===== config.mk =====
export PLATFORM = sky130hd
export DESIGN_NAME = circular_list_with_cursor
export DESIGN_NICKNAME = d
export VERILOG_FILES = /design/src/cl_pkg.sv /design/src/cl_store.sv /design/src/circular_list_with_cursor.sv
export SDC_FILE = /design/constraint.sdc
export NUM_CORES = 2
export LEC_CHECK = 0
export BUFFER_PORTS_ARGS = -buffer_cell sky130_fd_sc_hd__buf_2
export CELL_PAD_IN_SITES_DETAIL_PLACEMENT = 0
export CELL_PAD_IN_SITES_GLOBAL_PLACEMENT = 1
export CORE_MARGIN = 3
export CORE_UTILIZATION = 35
export DETAILED_ROUTE_END_ITERATION = 10
export PLACE_DENSITY_LB_ADDON = 0.1
export RECOVER_POWER = 100
export SKIP_CTS_REPAIR_TIMING = 1
export SLEW_MARGIN = 5
export SYNTH_ARGS = -nofsm -noshare
export SYNTH_HDL_FRONTEND = slang
export SYNTH_SLANG_ARGS = --single-unit
export TNS_END_PERCENT = 10

===== constraint.sdc =====
create_clock -name clk -period 6.9 [get_ports clk]
set_input_delay 0.69 -clock clk [delete_from_list [all_inputs] [get_ports clk]]
set_output_delay 0.69 -clock clk [all_outputs]
set_load 0.1 [all_outputs]

===== src/cl_pkg.sv =====
// Shared constants and types for the circular list block.
package cl_pkg;

    localparam int DEPTH      = 64;
    localparam int WORD_BITS  = 32;
    localparam int SLOT_BITS  = $clog2(DEPTH);
    localparam int COUNT_BITS = $clog2(DEPTH + 1);

    typedef logic [SLOT_BITS-1:0]  slot_t;
    typedef logic [COUNT_BITS-1:0] count_t;
    typedef logic [WORD_BITS-1:0]  word_t;

    typedef enum logic [3:0] {
        CMD_APPEND = 4'd0,
        CMD_POP    = 4'd1,
        CMD_DELETE = 4'd2,
        CMD_NEXT   = 4'd3,
        CMD_PREV   = 4'd4,
        CMD_FIRST  = 4'd5,
        CMD_LAST   = 4'd6,
        CMD_READ   = 4'd7,
        CMD_WRITE  = 4'd8,
        CMD_SEARCH = 4'd9
    } cmd_t;

    typedef enum logic [2:0] {
        ST_IDLE,
        ST_READ,
        ST_EXEC,
        ST_LINK,
        ST_WALK,
        ST_DONE
    } state_t;

endpackage


===== src/cl_store.sv =====
// Element word and link memories, one synchronous read port each.
module cl_store
    import cl_pkg::*;
(
    input  logic  clk,
    input  slot_t rd_addr,
    output word_t rd_elem,
    output slot_t rd_next,
    output slot_t rd_prev,
    input  logic  we_elem,
    input  slot_t wa_elem,
    input  word_t wd_elem,
    input  logic  we_next,
    input  slot_t wa_next,
    input  slot_t wd_next,
    input  logic  we_prev,
    input  slot_t wa_prev,
    input  slot_t wd_prev
);

    word_t elem_mem [DEPTH];
    slot_t next_mem [DEPTH];
    slot_t prev_mem [DEPTH];

    // Write ports
    always_ff @(posedge clk)
    begin
        if (we_elem)
        begin
            elem_mem[wa_elem] <= wd_elem;
        end
        if (we_next)
        begin
            next_mem[wa_next] <= wd_next;
        end
        if (we_prev)
        begin
            prev_mem[wa_prev] <= wd_prev;
        end
    end

    // Registered read port
    always_ff @(posedge clk)
    begin
        rd_elem <= elem_mem[rd_addr];
        rd_next <= next_mem[rd_addr];
        rd_prev <= prev_mem[rd_addr];
    end

endmodule


===== src/circular_list_with_cursor.sv =====
// Top level of the circular list with cursor.
//
// Commands enter on start/cmd/value while busy is low. Each item returns one
// result on done with error, read_value, count and cursor_valid; the strobe
// lasts one cycle and the receiver cannot hold it off.
// Element words and both link arrays sit in single-read-port memories with a
// registered read; every command first reads the cursor (or head) entry.
// Cursor moves, read, write, first, last and errors pass through the read and
// execute states to done; append, pop and delete add a link write state.
// Search walks one element per cycle through the read port, visiting at most
// DEPTH elements; busy drops the cycle after done.
// Free slots are a stack of slot indices; instead of a clearing pass after
// reset a fill mark hands out fresh slots in order from 0 until every slot
// has gone out once, then pops the stack; commands are taken from the first cycle.
// match_mask is written through cfg_valid/cfg_ready while no item is at work;
// cfg_ready is high whenever busy is low.
// Reset empties the list, invalidates the cursor and sets match_mask to ones.
module circular_list_with_cursor
    import cl_pkg::*;
(
    input  logic        clk,
    input  logic        rst_n,
    input  logic        start,
    output logic        busy,
    input  logic [3:0]  cmd,
    input  logic [31:0] value,
    output logic        done,
    output logic        error,
    output logic [31:0] read_value,
    output logic [6:0]  count,
    output logic        cursor_valid,
    input  logic        cfg_valid,
    output logic        cfg_ready,
    input  logic [31:0] cfg_data
);

    state_t state_reg, state_next;
    logic [3:0] cmd_reg;
    word_t  val_reg;
    word_t  mask_reg;
    slot_t  head_reg, head_next;
    slot_t  tail_reg, tail_next;
    slot_t  cur_reg, cur_next;
    logic   cok_reg, cok_next;
    count_t cnt_reg, cnt_next;
    count_t fresh_reg, fresh_next;
    count_t fcnt_reg, fcnt_next;
    slot_t  walk_reg, walk_next;
    count_t steps_reg, steps_next;
    slot_t  aux_reg, aux_next;
    slot_t  aux2_reg, aux2_next;
    logic   err_reg, err_next;
    word_t  rdv_reg, rdv_next;
    logic   done_reg;

    // Free stack: slots returned are pushed here, fresh slots come from fresh_reg
    slot_t  free_mem [DEPTH];
    logic   fpush;
    slot_t  fpush_slot;
    slot_t  ftop_reg;

    slot_t  rd_addr;
    word_t  rd_elem;
    slot_t  rd_next;
    slot_t  rd_prev;
    logic   we_elem, we_next, we_prev;
    slot_t  wa_elem, wa_next, wa_prev, wd_next, wd_prev;
    word_t  wd_elem;

    cl_store u_store (
        .clk     (clk),
        .rd_addr (rd_addr),
        .rd_elem (rd_elem),
        .rd_next (rd_next),
        .rd_prev (rd_prev),
        .we_elem (we_elem),
        .wa_elem (wa_elem),
        .wd_elem (wd_elem),
        .we_next (we_next),
        .wa_next (wa_next),
        .wd_next (wd_next),
        .we_prev (we_prev),
        .wa_prev (wa_prev),
        .wd_prev (wd_prev)
    );

    assign busy      = (state_reg != ST_IDLE);
    assign cfg_ready = !busy;

    // Push returned slots; read the top of the stack into a register every cycle
    always_ff @(posedge clk)
    begin
        if (fpush)
        begin
            free_mem[fcnt_reg[SLOT_BITS-1:0]] <= fpush_slot;
        end
        ftop_reg <= free_mem[fcnt_reg[SLOT_BITS-1:0] - SLOT_BITS'(1)];
    end

    // Control registers
    always_ff @(posedge clk or negedge rst_n)
    begin
        if (!rst_n)
        begin
            state_reg <= ST_IDLE;
            mask_reg  <= '1;
            head_reg  <= '0;
            tail_reg  <= '0;
            cur_reg   <= '0;
            cok_reg   <= 1'b0;
            cnt_reg   <= '0;
            fresh_reg <= '0;
            fcnt_reg  <= '0;
            done_reg  <= 1'b0;
        end
        else
        begin
            state_reg <= state_next;
            head_reg  <= head_next;
            tail_reg  <= tail_next;
            cur_reg   <= cur_next;
            cok_reg   <= cok_next;
            cnt_reg   <= cnt_next;
            fresh_reg <= fresh_next;
            fcnt_reg  <= fcnt_next;
            done_reg  <= (state_next == ST_DONE);
            if (cfg_valid && cfg_ready)
            begin
                mask_reg <= cfg_data;
            end
        end
    end

    // Payload registers
    always_ff @(posedge clk)
    begin
        if (start && !busy)
        begin
            cmd_reg <= cmd;
            val_reg <= value;
        end
        walk_reg  <= walk_next;
        steps_reg <= steps_next;
        aux_reg   <= aux_next;
        aux2_reg  <= aux2_next;
        err_reg   <= err_next;
        rdv_reg   <= rdv_next;
    end

    // Sequencer
    always_comb
    begin
        state_next = state_reg;
        head_next  = head_reg;
        tail_next  = tail_reg;
        cur_next   = cur_reg;
        cok_next   = cok_reg;
        cnt_next   = cnt_reg;
        fresh_next = fresh_reg;
        fcnt_next  = fcnt_reg;
        walk_next  = walk_reg;
        steps_next = steps_reg;
        aux_next   = aux_reg;
        aux2_next  = aux2_reg;
        err_next   = err_reg;
        rdv_next   = rdv_reg;
        rd_addr    = cok_reg ? cur_reg : head_reg;
        we_elem = 1'b0; wa_elem = cur_reg; wd_elem = val_reg;
        we_next = 1'b0; wa_next = '0; wd_next = '0;
        we_prev = 1'b0; wa_prev = '0; wd_prev = '0;
        fpush = 1'b0; fpush_slot = cur_reg;
        unique case (state_reg)
            ST_IDLE:
            begin
                if (start)
                begin
                    state_next = ST_READ;
                end
            end
            ST_READ:
            begin
                // Memory read of cursor/head entry issued this cycle
                if (cmd_reg == CMD_POP)
                begin
                    rd_addr = head_reg;
                end
                err_next   = 1'b0;
                rdv_next   = '0;
                walk_next  = cok_reg ? cur_reg : head_reg;
                steps_next = '0;
                state_next = ST_EXEC;
            end
            ST_EXEC:
            begin
                state_next = ST_DONE;
                case (cmd_reg)
                    CMD_APPEND:
                    begin
                        if (cnt_reg == count_t'(DEPTH))
                        begin
                            err_next = 1'b1;
                        end
                        else
                        begin
                            if (fresh_reg != count_t'(DEPTH))
                            begin
                                aux_next   = fresh_reg[SLOT_BITS-1:0];
                                fresh_next = fresh_reg + count_t'(1);
                            end
                            else
                            begin
                                aux_next  = ftop_reg;
                                fcnt_next = fcnt_reg - count_t'(1);
                            end
                            state_next = ST_LINK;
                        end
                    end
                    CMD_POP, CMD_DELETE:
                    begin
                        if (cnt_reg == '0 || (cmd_reg == CMD_DELETE && !cok_reg))
                        begin
                            err_next = 1'b1;
                        end
                        else
                        begin
                            // Target slot: head for pop, cursor for delete
                            aux_next = (cmd_reg == CMD_POP) ? head_reg : cur_reg;
                            if (cmd_reg == CMD_DELETE || cur_reg == head_reg)
                            begin
                                cok_next = (cmd_reg == CMD_POP) ? 1'b0 : 1'b0;
                            end
                            if (cmd_reg == CMD_POP && cur_reg != head_reg)
                            begin
                                cok_next = cok_reg;
                            end
                            state_next = ST_LINK;
                        end
                    end
                    CMD_NEXT, CMD_PREV:
                    begin
                        if (cnt_reg == '0 || !cok_reg)
                        begin
                            err_next = 1'b1;
                        end
                        else
                        begin
                            cur_next = (cmd_reg == CMD_NEXT) ? rd_next : rd_prev;
                        end
                    end
                    CMD_FIRST, CMD_LAST:
                    begin
                        if (cnt_reg == '0)
                        begin
                            err_next = 1'b1;
                        end
                        else
                        begin
                            cur_next = (cmd_reg == CMD_FIRST) ? head_reg : tail_reg;
                            cok_next = 1'b1;
                        end
                    end
                    CMD_READ:
                    begin
                        if (!cok_reg)
                        begin
                            err_next = 1'b1;
                        end
                        else
                        begin
                            rdv_next = rd_elem;
                        end
                    end
                    CMD_WRITE:
                    begin
                        if (!cok_reg)
                        begin
                            err_next = 1'b1;
                        end
                        else
                        begin
                            we_elem = 1'b1;
                        end
                    end
                    CMD_SEARCH:
                    begin
                        if (cnt_reg == '0)
                        begin
                            err_next = 1'b1;
                        end
                        else
                        begin
                            state_next = ST_WALK;
                        end
                    end
                    default:
                    begin
                        err_next = 1'b1;
                    end
                endcase
                // Keep the link pair of the target for the edit cycle
                aux2_next = rd_prev;
                if (cmd_reg == CMD_DELETE || cmd_reg == CMD_POP)
                begin
                    walk_next = rd_next;
                end
                if (cmd_reg == CMD_SEARCH)
                begin
                    // Read the start entry again so the walk tests it first
                    rd_addr = walk_reg;
                end
            end
            ST_WALK:
            begin
                // rd_* hold entry walk_reg; its successor is read in parallel
                rd_addr = rd_next;
                if ((rd_elem & mask_reg) == (val_reg & mask_reg))
                begin
                    cur_next   = walk_reg;
                    cok_next   = 1'b1;
                    state_next = ST_DONE;
                end
                else if (rd_next == head_reg ||
                         steps_reg + count_t'(1) == cnt_reg)
                begin
                    cur_next   = rd_next;
                    cok_next   = 1'b0;
                    state_next = ST_DONE;
                end
                else
                begin
                    walk_next  = rd_next;
                    steps_next = steps_reg + count_t'(1);
                end
            end
            ST_LINK:
            begin
                state_next = ST_DONE;
                if (cmd_reg == CMD_APPEND)
                begin
                    we_elem = 1'b1;
                    wa_elem = aux_reg;
                    we_next = 1'b1; wa_next = aux_reg;
                    we_prev = 1'b1; wa_prev = aux_reg;
                    tail_next = aux_reg;
                    cnt_next  = cnt_reg + count_t'(1);
                    if (cnt_reg == '0)
                    begin
                        wd_next   = aux_reg;
                        wd_prev   = aux_reg;
                        head_next = aux_reg;
                    end
                    else
                    begin
                        // New node links; old tail and head fixed next cycle
                        wd_next    = head_reg;
                        wd_prev    = tail_reg;
                        state_next = ST_DONE;
                    end
                end
                else
                begin
                    fpush      = 1'b1;
                    fpush_slot = aux_reg;
                    fcnt_next  = fcnt_reg + count_t'(1);
                    cnt_next   = cnt_reg - count_t'(1);
                    if (cnt_reg == count_t'(1))
                    begin
                        head_next = '0;
                        tail_next = '0;
                        cok_next  = 1'b0;
                    end
                    else
                    begin
                        // Splice prev (aux2) and next (walk) around the target
                        we_next = 1'b1; wa_next = aux2_reg; wd_next = walk_reg;
                        we_prev = 1'b1; wa_prev = walk_reg; wd_prev = aux2_reg;
                        if (aux_reg == head_reg)
                        begin
                            head_next = walk_reg;
                        end
                        if (aux_reg == tail_reg)
                        begin
                            tail_next = aux2_reg;
                        end
                    end
                end
            end
            ST_DONE:
            begin
                state_next = ST_IDLE;
            end
            default:
            begin
                state_next = ST_IDLE;
            end
        endcase
        // Second half of a non-empty append: old tail and head point to new node
        if (state_reg == ST_DONE && cmd_reg == CMD_APPEND && !err_reg &&
            cnt_reg > count_t'(1))
        begin
            we_next = 1'b1; wa_next = aux2_reg; wd_next = aux_reg;
            we_prev = 1'b1; wa_prev = head_reg; wd_prev = aux_reg;
        end
        // Remember old tail for that second write
        if (state_reg == ST_LINK && cmd_reg == CMD_APPEND)
        begin
            aux2_next = tail_reg;
        end
    end

    // Result ports
    assign done         = done_reg;
    assign error        = err_reg;
    assign read_value   = rdv_reg;
    assign count        = cnt_reg;
    assign cursor_valid = cok_reg;

    // The cursor is only valid on a non-empty list
    assert property (@(posedge clk) disable iff (!rst_n) cok_reg |-> cnt_reg != '0)
        else $error("cursor valid on empty list");

    // Count never exceeds capacity
    assert property (@(posedge clk) disable iff (!rst_n) cnt_reg <= count_t'(DEPTH))
        else $error("element count overflow");

    // Done strobe is a single cycle followed by ready
    assert property (@(posedge clk) disable iff (!rst_n) done_reg |=> !done_reg && !busy)
        else $error("done not followed by idle");

    // Count moves by at most one per cycle
    assert property (@(posedge clk) disable iff (!rst_n)
        cnt_reg == $past(cnt_reg) || cnt_reg == $past(cnt_reg) + count_t'(1) ||
        cnt_reg == $past(cnt_reg) - count_t'(1))
        else $error("count jumped");

endmodule


* Yosys cells after proc, flatten, opt, wreduce, memory -nomap -nowiden
Memory sizes are Yosys's and may differ from the RTL's. A register that Yosys moved wholly into a read port is not among the register bits.
Cells that the tools add are included.
** Word-level totals
- Memories :: 4
- Output and inout bits :: 44
- Bits in registers :: 170
- Word-level logic and storage cells :: 231
- RAM bits :: 3200
** Operators by class
- Reductions and logical operators :: 46
- Equality and inequality tests :: 50
- $lt $le $gt $ge :: 1
- Add/subtract/negate cells :: 7
- Bitwise logic cells :: 3
- Muxes and demuxes :: 102
** Memories
- u_store.elem_mem :: words 64, width 32, rd ports 1, clocked after memory_dff 1, wr ports 1, line cl_store.sv:21 : word_t elem_mem [DEPTH];
- free_mem :: words 64, width 6, rd ports 1, clocked after memory_dff 1, wr ports 1, line circular_list_with_cursor.sv:57 : slot_t free_mem [DEPTH];
- u_store.next_mem :: words 64, width 6, rd ports 1, clocked after memory_dff 1, wr ports 1, line cl_store.sv:22 : slot_t next_mem [DEPTH];
- u_store.prev_mem :: words 64, width 6, rd ports 1, clocked after memory_dff 1, wr ports 1, line cl_store.sv:23 : slot_t prev_mem [DEPTH];
** Operator list (number)
- 6-bit two-way mux :: 44
- 32-bit AND :: 2
- 32-bit two-way mux :: 2
- 32-bit case mux with 2 select lines :: 1
- 7-bit two-way mux :: 7
- 6-bit case mux with 2 select lines :: 3
- 6-bit case mux with 3 select lines :: 2
- 3-bit inequality test, second input constant :: 11
- 32-bit == test :: 1
- 1-bit two-way mux :: 29
- 7-bit by 1-bit adder with 7-bit output, second input constant :: 4
- 7-bit case mux with 2 select lines :: 2
- 6-bit == test :: 4
- 2-bit inequality test, second input constant :: 11
- 4-bit by 3-bit == test with 1-bit output, second input constant :: 4
- 3-bit two-way mux :: 5
- 3-bit case mux with 5 select lines :: 1
- 3-bit nonzero test :: 5
- 7-bit by 1-bit subtractor with 7-bit output, second input constant :: 2
- 4-bit AND reduction :: 3
- 2-bit nonzero test :: 6
- 5-bit AND reduction :: 2
- 3-bit == test, second input constant :: 3
- 3-bit case mux with 3 select lines :: 1
- other kinds (30) :: 54

* Longest topological paths before layout
- Depth in word-level cells :: 7
- Depth in mapped cells :: 17

* By module
Synthesis repeated with hierarchy kept, for this count alone.
** Unflattened totals
- Cell total of the unflattened synthesis :: 6290
- Area, all modules :: 132276.9 um^2
** By module, submodules not included
- cl_store :: cells each 4766, instances 1, sequential area each 85441.9 um^2, area an instance 107926.0 um^2
- circular_list_with_cursor :: cells each 1524, instances 1, sequential area each 16390.7 um^2, area an instance 24350.9 um^2

* Worst setup path after synthesis
Ideal clock, no wire load.
- Kind :: flip-flop to flip-flop
- Start point :: register cnt_reg[4], in the netlist count[4]
- End point :: memory u_store.prev_mem[0][0] (netlist bit) (data pin)
- Cell stages (with the launch flop) :: 9
- Arrival time :: 4.971 ns
- Slack :: 1.228 ns
- Cells stage by stage :: dfrtp_1 > clkbuf_1 > nor3_1 > and3_1 > nor2_1 > clkbuf_1 > clkbuf_1 > a21oi_1 > o21ai_0
** Between the ends
- Word-level cells in the longest chain between the ends :: 5
- Elaborated cells between the ends (all ways) :: 9
- Those cells by class :: order compare (1); eq/ne (1); mux (5); reduce/logical (2)
** RTL lines
- from (decl) :: line circular_list_with_cursor.sv:45 : count_t cnt_reg, cnt_next;
- from (signal assigned) :: line circular_list_with_cursor.sv:123 : cnt_reg <= cnt_next;
- 7-bit by 1-bit == test with 1-bit output or 7-bit logical NOT (tied branches) :: line circular_list_with_cursor.sv:366, circular_list_with_cursor.sv:346
- 6-bit two-way mux (on tied branches) :: line circular_list_with_cursor.sv:366, circular_list_with_cursor.sv:346
- 6-bit two-way mux :: line circular_list_with_cursor.sv:338 : if (cmd_reg == CMD_APPEND)
- 6-bit two-way mux :: line circular_list_with_cursor.sv:172 : unique case (state_reg)
- 6-bit two-way mux (*) :: line circular_list_with_cursor.sv:398 : if (state_reg == ST_DONE && cmd_reg == CMD_APPEND && !err_reg &&
- named net u_store.wd_prev[0] :: line cl_store.sv:18 : input slot_t wd_prev
- to (decl) :: line cl_store.sv:23
The timed path passes the listed nets; every way through them passes the cells marked *.

* Final worst setup path
- Start point :: register val_reg[3]
- End point :: register cur_reg[1]
** Between the ends
- Word-level cells in the longest chain between the ends :: 4
- Elaborated cells between the ends (all ways) :: 6
- Those cells by class :: eq/ne (2); mux (2); bitwise (1); reduce/logical (1)
** RTL lines
- from (decl) :: line circular_list_with_cursor.sv:39 : word_t val_reg;
- from (signal assigned) :: line circular_list_with_cursor.sv:140 : val_reg <= value;
- 32-bit AND (*) :: line circular_list_with_cursor.sv:316 : if ((rd_elem & mask_reg) == (val_reg & mask_reg))
- 32-bit == test (*) :: line circular_list_with_cursor.sv:316
- 3-bit inequality test (no source line) or 6-bit two-way mux (tied branches)
- 5-bit AND reduction (no source line) or 6-bit case mux with 2 select lines (tied branches)
- to (signal assigned) :: line circular_list_with_cursor.sv:121 : cur_reg <= cur_next;
- to (decl) :: line circular_list_with_cursor.sv:43 : slot_t cur_reg, cur_next;
Mark *: on every way between the ends. The rest lies on a longest branch, timed or not.
A chain may end at the register's enable or synchronous reset.

==> flow_summary_export.csv <==
group,metric,value,unit
sta,tns,0,ns
yosys,synth_simple_gate_area_share,7.981,%
die,die_area,0.3942,mm2
critical_path,cp_max_fo,26,
routing,ant_nets,0,
clocking,cts_buffers,385,
critical_path,worstPathRequired,7.68,ns
routing,totalWireLength,446500,um
yosys,synth_area,0.1353,mm2
die,rows,227,
sta,relSlewSlack,-154.9,%
yosys,netlist_instances,8699,
yosys,synth_adder_area_share,0.1257,%
sta,post-route-period-util,88.14,%
sta,fin_crit,6.082,ns
grt,grt_pass1_wl,620700,um
finish,final_common_cell,"edfxtp_1",
placed_design,place_hpwl,275100,um
clocking,clock_path_buffers,4,
grt,grt_pass1_vias,77300,
routing,drt_iter0_drc,8118,
die,die_h,627.8,um
sta,tightest_slew,3.823,ns
finish,multi_input_area,0.03158,mm2
grt,grt-ovfl-total,0,
critical_path,crit_type,"reg -> reg",
routing,wl_per_cell,30.89,um
yosys,synthXorXnorAreaFrac,0.6083,%
yosys,synth_seq_cells,3419,
clocking,h-tree-depth,5,
die,io_pins,116,
finish,seq_area,0.1018,mm2
critical_path,worst-r2r-setup-slack,0.82,ns
placed_design,port_buffers,115,
finish,layout_common_cells,"3294 x edfxtp_1, 1482 x nand2_1, 713 x mux2i_1",
sta,hold_violations,0,
outcome,outcome,"complete, but fails checks",
finish,largest_reg_flops,2048,
sta,final_max_slew_viol_count,2695,
critical_path,critPathLaunchType,"flop",
worst_hold_path,worstHoldPathType,"in -> reg",
yosys,synth.avg_cell_area,15.56,um2
yosys,synth_top_family_by_area,"simple AND/OR/NAND/NOR gates",
die,start_util,35.27,%
critical_path,critical_path_arrival,6.86,ns
die,die_x,627.8,um
routing,drc,0,
grt,grt_use_total,22.16,%
sta,clock_skew,0.1140,ns
routing,vias,79050,
clocking,clk_pin_slew_worst_paths,0.06,ns
yosys,yosysUniqueCellTypes,85,
yosys,synth_top_flop_cell,"edfxtp_1",
critical_path,critPathCaptureType,"flop",
yosys,syn_nets,8784,
routing,dr.pass1.iters,6,
job,maxCapViolCount,67,
yosys,synthMuxAreaShare,7.864,%
clocking,root_buffer,"clkbuf_16",
yosys,synth_edf_count,3294,
clocking,clkLatencyLatePin,0.95,ns
sta,rsz0062_at_grt,"false",
grt,grt_max_degree,147,
clocking,cts_tree,"yes",
sta,fmax,164.4,MHz
finish,drive_above_1_share,11.77,%
yosys,yosys_warnings,0,
routing,routed_via_density,5.469,
yosys,synth_compound_area_share,6.212,%
placed_design,gp_congestion,0.8347,
finish,fin_nets,9063,
yosys,ys_seq_area_share,75.24,%
finish,syn_to_final_growth,14.85,%
finish,top_register,"u_store.elem_mem",
grt,antenna_found_initial,42,
clocking,clock-sinks,3419,
sta,final-setup-viol-count,0,
die,coreArea,0.3837,mm2
finish,nFillCells,34950,
outcome,violations,"capacitance limit, slew limit",
yosys,ys_async_sr_fraction,2.194,%
[worst max-delay path, cell delays in order, from the launching register on]
cell and delay, ns:
edfxtp_1 0.33, clkbuf_1 1.81, xor2_1 0.15, a22oi_1 0.39, nand4_1 0.14, nor4_1 0.48, clkbuf_1 1.11, a311oi_1 0.17
and2_0 0.30, or3_1 0.56, mux2_1 0.39
[synthesized netlist by cell type, types with 40 or more instances]
master	instances	area share, %
o22a_1	42	0.27
a221oi_1	45	0.29
mux4_2	126	2.1
a32oi_1	260	1.7
and3_1	138	0.64
clkbuf_1	335	0.93
buf_2	95	0.35
a31oi_1	188	0.87
o21ai_1	42	0.16
nand4_1	59	0.27
dfrtp_1	43	0.80
edfxtp_1	3294	73
and2_1	40	0.18
nand2_1	1490	4.1
nor2_1	331	0.92
o22ai_1	187	0.86
xor2_1	57	0.37
mux2i_1	713	5.3
a31o_1	41	0.27
o211ai_1	51	0.28
buf_4	70	0.39
o21ai_0	103	0.38
nand3_1	389	1.4
a211oi_1	48	0.27
a21oi_1	74	0.27
mux2_2	51	0.42
dfxtp_1	50	0.74
[worst paths after layout]
| check | from | endpoint | depth (start not counted) |
|---|---|---|---|
| setup / recovery | val_reg[3] | cur_reg[1] | 10 |
| hold / removal | cfg_data[2] | mask_reg[2] | 2 |
| setup reg to reg | val_reg[3] | cur_reg[1] | 10 |
| hold reg to reg | fresh_reg[6] | fresh_reg[6] | 1 |
| max in group asynchronous | rst_n | fcnt_reg[0] | 2 |
| min in group asynchronous | rst_n | mask_reg[18] | 1 |
[final cells by class]
type                            count  area share [%]
Clock buffer                      490           6.550
Tap cell                         5152           4.147
Antenna cell                        5        0.008049
Sequential cell                  3419           65.51
Clock inverter                    217           1.413
Timing Repair Buffer              447           2.017
Inverter                           15         0.03622
Multi-Input combinational cell   4710           20.32
[per-layer routing]
layer,global-route usage [%],up-vias,wire length [um]
met5,0,-,53
met4,4.779,8,10510
met3,3.496,539,28140
met2,34.35,2556,202600
met1,32.80,41630,205200
li1,-,34320,-
[logic make-up after synthesis]
family | count (synthesis)
and+or+nand+nor | 2523
xor gates and xnor gates | 94
adders and majority gates | 13
muxes | 898
buffers and inverters | 570
DFF | 3419
AOI/OAI and AO/OA | 1182
[through the flow]
step	util, %	worst slack, ns	instance area [um2]	cells	hold slack, ns
CTS	40.49	1.295	155400	14380	-0.1786
global placement	37.27	1.289	143000	13680	0.4561
floorplan	-	1.228	135300	8699	0.3944
finish	40.51	0.8182	155400	14460	0.08960
global route	40.51	0.5840	155400	14450	0.02732
detailed placement	37.27	1.313	143000	13680	0.4616
Power is left out: the tool's default activity adds up to more than one toggle a clock period on the data nets, which glitch-free logic cannot reach.
